==> src/rtl/ssd_pkg.sv <==
// ----------------------------------------------------------------------------
// ssd_pkg
// types, signature constants and the tail match function shared by the
// script signature detector
// ----------------------------------------------------------------------------
package ssd_pkg;

  localparam int MAX_MESSAGE_BYTES = 1024;
  localparam int HIST_LEN          = 18;
  localparam int SEQ_LEN           = HIST_LEN + 1;
  localparam int COUNT_W           = 11;
  localparam int NUM_SIGS          = 4;

  localparam logic [COUNT_W-1:0] COUNT_LIMIT   = COUNT_W'(MAX_MESSAGE_BYTES);
  localparam logic [COUNT_W-1:0] THRESH_RESET  = COUNT_W'(1000);

  typedef logic [7:0]                    byte_t;
  typedef logic [HIST_LEN-1:0][7:0]      hist_t;
  typedef logic [SEQ_LEN-1:0][7:0]       seq_t;
  typedef logic [SEQ_LEN-1:0]            care_t;
  typedef logic [COUNT_W-1:0]            count_t;
  typedef logic [NUM_SIGS-1:0]           hits_t;

  // signatures right-justified: byte j is the character j places before the end
  localparam seq_t SIG_PRIMARY = seq_t'("eval(unescape(");
  localparam seq_t SIG_PARSE   = seq_t'("parseInt");
  localparam seq_t SIG_FROMCC  = seq_t'("String.fromCharCode");
  localparam seq_t SIG_EVAL    = seq_t'("eval(");

  localparam care_t CARE_PRIMARY = care_t'(19'h03FFF);
  localparam care_t CARE_PARSE   = care_t'(19'h000FF);
  localparam care_t CARE_FROMCC  = care_t'(19'h7FFFF);
  localparam care_t CARE_EVAL    = care_t'(19'h0001F);

  localparam int HIT_PRIMARY = 0;
  localparam int HIT_PARSE   = 1;
  localparam int HIT_FROMCC  = 2;
  localparam int HIT_EVAL    = 3;

  typedef struct packed {
    logic  last_byte;
    byte_t data_byte;
  } item_t;

  // last field in the lowest bits
  typedef struct packed {
    count_t digit_count;
    logic   secondary_hit;
    logic   primary_hit;
    logic   malicious;
  } result_t;

  localparam int TDATA_W = ((($bits(result_t)) + 7) / 8) * 8;

  function automatic logic tail_match(input seq_t seq, input seq_t sig, input care_t care);
    logic hit;
    hit = 1'b1;
    for (int j = 0; j < SEQ_LEN; j++) begin
      if (care[j] && (seq[j] != sig[j])) begin
        hit = 1'b0;
      end
    end
    return hit;
  endfunction

endpackage

==> src/rtl/ssd_scan.sv <==
// ----------------------------------------------------------------------------
// ssd_scan
// history window, signature hit flags and digit counter for one message;
// forms the verdict for the byte in the input register
// ----------------------------------------------------------------------------
module ssd_scan (
  input  logic             clk,
  input  logic             rst,
  input  logic             advance,
  input  ssd_pkg::item_t   item,
  input  ssd_pkg::count_t  threshold,
  output ssd_pkg::result_t verdict
);
  import ssd_pkg::*;

  hist_t  hist;
  hits_t  hits;
  count_t count;

  seq_t   seq;
  hits_t  hits_next;
  count_t count_next;
  logic   is_digit;

  always_comb begin
    seq = {hist, item.data_byte};
    hits_next = hits;
    hits_next[HIT_PRIMARY] = hits[HIT_PRIMARY] | tail_match(seq, SIG_PRIMARY, CARE_PRIMARY);
    hits_next[HIT_PARSE]   = hits[HIT_PARSE]   | tail_match(seq, SIG_PARSE, CARE_PARSE);
    hits_next[HIT_FROMCC]  = hits[HIT_FROMCC]  | tail_match(seq, SIG_FROMCC, CARE_FROMCC);
    hits_next[HIT_EVAL]    = hits[HIT_EVAL]    | tail_match(seq, SIG_EVAL, CARE_EVAL);
    is_digit = (item.data_byte >= 8'h30) && (item.data_byte <= 8'h39);
    count_next = count;
    if (is_digit && (count < COUNT_LIMIT)) begin
      count_next = count + count_t'(1);
    end
    verdict.primary_hit   = hits_next[HIT_PRIMARY];
    verdict.secondary_hit = hits_next[HIT_PARSE] | hits_next[HIT_FROMCC] | hits_next[HIT_EVAL];
    verdict.digit_count   = count_next;
    verdict.malicious     = verdict.primary_hit
                          | (verdict.secondary_hit & (count_next > threshold));
  end

  always_ff @(posedge clk) begin
    if (rst) begin
      hist  <= '0;
      hits  <= '0;
      count <= '0;
    end else if (advance) begin
      if (item.last_byte) begin
        hist  <= '0;
        hits  <= '0;
        count <= '0;
      end else begin
        hist  <= {hist[HIST_LEN-2:0], item.data_byte};
        hits  <= hits_next;
        count <= count_next;
      end
    end
  end

endmodule

==> src/rtl/ssd_out_reg.sv <==
// ----------------------------------------------------------------------------
// ssd_out_reg
// result register on the master side of the stream
// ----------------------------------------------------------------------------
module ssd_out_reg (
  input  logic                          clk,
  input  logic                          rst,
  input  logic                          load,
  input  ssd_pkg::result_t              verdict,
  output logic                          free,
  output logic                          m_tvalid,
  input  logic                          m_tready,
  output logic [ssd_pkg::TDATA_W-1:0]   m_tdata  // malicious, primary_hit, secondary_hit, digit_count
);
  import ssd_pkg::*;

  result_t result;

  assign free    = !m_tvalid || m_tready;
  assign m_tdata = TDATA_W'(result);

  always_ff @(posedge clk) begin
    if (rst) begin
      m_tvalid <= 1'b0;
    end else if (load) begin
      m_tvalid <= 1'b1;
    end else if (m_tready) begin
      m_tvalid <= 1'b0;
    end
  end

  always_ff @(posedge clk) begin
    if (load) begin
      result <= verdict;
    end
  end

endmodule

==> src/rtl/script_signature_detector.sv <==
// ----------------------------------------------------------------------------
// script_signature_detector
// scans message bytes for obfuscated script signatures and emits one verdict
// per message on the byte marked last
// ----------------------------------------------------------------------------
// m_tvalid rises in the cycle after the last byte leaves the input register
// throughput: one byte per cycle; signature compare and digit count are
//   combinational between the input register and the scan state; a last byte
//   waits while the previous verdict is still held unaccepted
// reset: synchronous; clears window, hit flags, digit count and both stages,
//   threshold returns to 1000
module script_signature_detector (
  input  logic                          clk,
  input  logic                          rst,
  input  logic                          s_tvalid,
  output logic                          s_tready,
  input  logic [7:0]                    s_tdata,  // data_byte
  input  logic                          s_tlast,  // last_byte
  output logic                          m_tvalid,
  input  logic                          m_tready,
  output logic [ssd_pkg::TDATA_W-1:0]   m_tdata,  // malicious, primary_hit, secondary_hit, digit_count
  input  logic                          cfg_valid,
  output logic                          cfg_ready,
  input  logic [ssd_pkg::COUNT_W-1:0]   cfg_data  // digit_threshold
);
  import ssd_pkg::*;

  item_t   in_item;
  logic    in_valid;
  count_t  threshold;
  result_t verdict;
  logic    out_free;
  logic    advance;

  assign advance   = in_valid && (!in_item.last_byte || out_free);
  assign s_tready  = !in_valid || advance;
  assign cfg_ready = 1'b1;

  always_ff @(posedge clk) begin
    if (rst) begin
      in_valid <= 1'b0;
    end else if (s_tready) begin
      in_valid <= s_tvalid;
    end
  end

  always_ff @(posedge clk) begin
    if (s_tready && s_tvalid) begin
      in_item <= '{last_byte: s_tlast, data_byte: s_tdata};
    end
  end

  always_ff @(posedge clk) begin
    if (rst) begin
      threshold <= THRESH_RESET;
    end else if (cfg_valid && cfg_ready) begin
      threshold <= cfg_data;
    end
  end

  ssd_scan u_scan (
    .clk       (clk),
    .rst       (rst),
    .advance   (advance),
    .item      (in_item),
    .threshold (threshold),
    .verdict   (verdict)
  );

  ssd_out_reg u_out (
    .clk      (clk),
    .rst      (rst),
    .load     (advance && in_item.last_byte),
    .verdict  (verdict),
    .free     (out_free),
    .m_tvalid (m_tvalid),
    .m_tready (m_tready),
    .m_tdata  (m_tdata)
  );

`ifndef SYNTHESIS
  a_last_gives_result: assert property (@(posedge clk) disable iff (rst)
    (advance && in_item.last_byte) |=> m_tvalid)
    else $error("verdict not registered after last byte");

  a_count_limit: assert property (@(posedge clk) disable iff (rst)
    m_tvalid |-> (m_tdata[13:3] <= COUNT_LIMIT))
    else $error("digit count above limit");

  a_verdict_rule: assert property (@(posedge clk) disable iff (rst)
    m_tvalid |-> (m_tdata[0] == (m_tdata[1] || (m_tdata[2] && (m_tdata[13:3] > threshold)))))
    else $error("malicious flag inconsistent with hits");
`endif

endmodule
==> config.mk <==
export PLATFORM = sky130hd
export DESIGN_NAME = script_signature_detector
export DESIGN_NICKNAME = d
export VERILOG_FILES = /design/src/rtl/ssd_pkg.sv /design/src/rtl/ssd_scan.sv /design/src/rtl/ssd_out_reg.sv /design/src/rtl/script_signature_detector.sv
export SDC_FILE = /design/constraint.sdc
export NUM_CORES = 1
export LEC_CHECK = 0
export ABC_AREA = 1
export BUFFER_PORTS_ARGS = -buffer_cell sky130_fd_sc_hd__buf_2
export CORE_UTILIZATION = 25
export DETAILED_ROUTE_END_ITERATION = 7
export SETUP_SLACK_MARGIN = 0.05
export SLEW_MARGIN = 20
export SYNTH_ARGS = -nofsm -noshare
export SYNTH_HDL_FRONTEND = slang
export SYNTH_HIERARCHICAL = 1
export SYNTH_SLANG_ARGS = --single-unit
==> constraint.sdc <==
create_clock -name clk -period 2.7 [get_ports clk]
set_input_delay 0.54 -clock clk [delete_from_list [all_inputs] [get_ports clk]]
set_output_delay 0.54 -clock clk [all_outputs]
set_load 0.1 [all_outputs]
==> out/results.tsv <==
metric	value	unit
Fin. Hold Viols	0	
# clock sinks	195	
antenna-violating nets left	0	
r2r startpoint	u_scan/count[3]	
later-pin clock latency in the skew report	440	ps
Post-Syn Area	8520	um^2
vias	7230	
die area	34800	um^2
placed cells	1639	
max-capacitance violation count	0	
Root Driver	clkbuf_16	
DR pass1 iterations	5	
Initial Util	25.4	%
WL/cell	11.7	um
Initial DRC Count	502	
mean area per synthesized cell	7.13	um^2
final setup vio count	0	
Via-to-Cell Ratio	4.30	
worst vdd ir	0.313	mV
crit path cell chain	nand2_1 > nor3_1 > nand4_1 > xor2_1 > a21boi_0 > ha_1 > nand2_1 > nor2_1 > a211oi_2 > nand3_1 > nand2_1 > inv_1 > o21ai_1 > nand2_1	
antenna violations before repair	0	
Placed Area	9210	um^2
Period minus WS final	2600	ps
fin cells	1682	
slowest library cell on the worst path	dfxtp_1	
Max H-tree Level	4	
final-layout fill cell count	3650	
die span in x	187	um
share of cells above drive strength 1	10.5	%
I/O pin count	44	
CP Data Arrival Time	2800	ps
Crit Reg-Reg Endpoint	u_out/m_tdata[0]	
fin worst setup slack	98.9	ps
Yosys cell types	41	
num rows	67	
Rel. slew slack	54.0	%
core area	33500	um^2
final WL	19700	um
R2R Setup Slk	100	ps
fin area	9920	um^2
Worst Path Max Fanout	4	
startpoint types	register	
Fmax	384	MHz
GP Congestion	0.847	
drt drc	0	
pre-CTS setup slack	38.4	ps
period utilization	96.3	%
worst r2r path cells	14	
Worst Setup SP	u_scan/count[3]	
pin count of the biggest net entering global routing	157	
Clock Tree Buf Depth	2	
vias in the first global route	6638	
sequential share of the synthesized area	48.5	%
CP Data Required Time	2900	ps
Syn Inst Count	1195	
Total Nets Final	1258	
total congestion overflow	0	
leakage power	3.52	nW
overall die height	187	um
CTS Buf Count	17	
IO Port Bufs	40	
CTS tree	yes	
cell repeated most along the worst path	nand2_1	
Post-synth EDFFs	23	
cell area power density	580	nW/um^2
hold-critical path depth	1	
first-pass GRT wire length	33200	um
Core Util, Final	29.6	%
Hold Crit Endpoint	in_item[8]	
unrepaired setup endpoints after global routing	true	
hold path start	s_tlast	
Async SR Flop Fraction	0	%
Critical Path Sink Type	register	
CTS Hold Buffers Added	0	
CP max stage delay	410	ps
total power	5.75	mW
Warnings, synthesis	6	
area grow syn2layout	16.3	%
ANT cells	0	
Setup Skew	12.7	ps
Main synth FF type	dfxtp_1	
GRT Resource Usage Total	11.5	%
Clk pin slew, worst setup/hold paths	80	ps
CP Class	register to register	
Worst-Margin Slew	691	ps
Slew Viols, Final	0	
Post-DP HPWL	13300	um
HP Class	input pin to register	
Synth Register Bits	195	
status	complete, no violations	
==> cells in the mapped netlist, types with 2 or more instances <==
master / count / area [um^2]
a211oi_1: 3 / 22.5
a21boi_0: 2 / 15.0
a21oi_1: 159 / 796
a21oi_2: 2 / 17.5
buf_2: 15 / 75.1
buf_4: 5 / 37.5
clkbuf_1: 35 / 131
conb_1: 2 / 7.51
dfxtp_1: 172 / 3440
edfxtp_1: 23 / 691
ha_1: 12 / 150
inv_1: 114 / 428
inv_2: 4 / 15.0
nand2_1: 443 / 1660
nand2_2: 2 / 12.5
nand2_4: 2 / 22.5
nand3_1: 26 / 130
nand4_1: 15 / 93.8
nor2_1: 110 / 413
nor2_4: 3 / 33.8
nor3_1: 9 / 45.0
o21ai_0: 10 / 50.1
o21ai_1: 3 / 15.0
xor2_1: 6 / 52.6
xor2_2: 2 / 32.5
==> sequential cells by signal, indices dropped and copies added, names as in the netlist <==
name	count
in_item	9
threshold	11
u_out/m_tdata	14
u_scan/hist	144
in_valid	1
u_scan/hits	4
u_out/m_tvalid	1
u_scan/count	11
==> stage by stage <==
stage	TNS [ps]	hold slack (ps)
floorplan	0	429
global placement	0	442
detailed placement	0	453
CTS	0	267
global route	-137	270
finish	0	282
==> placed cells by master, fill, tap and decap left out, types with 2 or more instances in the layout <==
master,instances
nor2_2,2
nand4_1,15
nor2_4,4
conb_1,3
nand2_1,442
inv_2,4
dfxtp_2,2
edfxtp_1,23
nor3_1,8
xor2_1,6
buf_12,6
nand2_2,3
nor2_1,108
clkbuf_16,17
nand2_4,2
inv_8,5
ha_1,11
dfxtp_1,170
inv_1,113
xor2_2,2
o21ai_0,10
inv_4,2
clkinv_8,2
o21ai_1,2
a21oi_2,3
a21boi_0,2
buf_4,18
buf_2,39
a21oi_1,158
a211oi_1,2
nand3_1,25
clkinv_2,2
inv_6,4
==> critical path, delay by kind of cell, from the launching register on <==
family	cells	cell delay, ps
and+or+nand+nor	8	930
adders and majority gates	1	280
DFF	1	410
AOI/OAI and AO/OA	3	540
xor gates and xnor gates	1	180
buffers and inverters	1	40
==> power by group <==
part | switching, mW | leakage, nW | total [mW] | internal [mW]
registers | 0.0194 | 1.62 | 2.97 | 2.96
logic | 0.219 | 1.61 | 0.292 | 0.0727
clock network | 1.23 | 0.285 | 2.48 | 1.25
==> worst max-delay path by stage <==
stage	endpoint	slack (ps)	cells after the start
after floorplan	in_item[0]	60	5
after global placement	u_out/m_tdata[0]	100	17
after detailed placement	u_out/m_tdata[0]	40	15
after CTS	u_out/m_tdata[0]	60	19
after global routing	u_out/m_tdata[0]	-140	17
final	u_out/m_tdata[0]	100	14
==> final cells by class <==
type                       count  area (um^2)  area share [%]
tap                          448          561            5.65
clock inverter                14          136            1.38
multi-input combinational    825         3740            37.7
clock buffer                  18          439            4.43
inverter                     119          457            4.61
sequential                   195         4140            41.7
timing repair buffer          63          450            4.54
==> metal layers <==
layer	part of all wire (%)	GRT usage, %
met3	2.8	1.84
met2	46	17.9
met4	1.3	4.13
met5	0	0
met1	50	16.2
==> cells by family after synthesis <==
logic type               after synthesis  synth area share [%]
AO/OA/AOI/OAI                        181                  10.9
AND/OR/NAND/NOR                      620                  29.3
XOR/XNOR                               9                  1.10
flip-flops                           195                  48.5
other                                  2                0.0881
adder cells (fa/ha/maj)               12                  1.76
buffers and inverters                176                  8.34
==> timing repair <==
item | in CTS | in global routing
pin swaps | 0 | 6
gates cloned | 0 | 0
gates resized for setup | 1 | 13
setup endpoints to repair | 1 | 1
buffers inserted | 0 | 11
No activity file was read; power rests on OpenSTA's default activity.
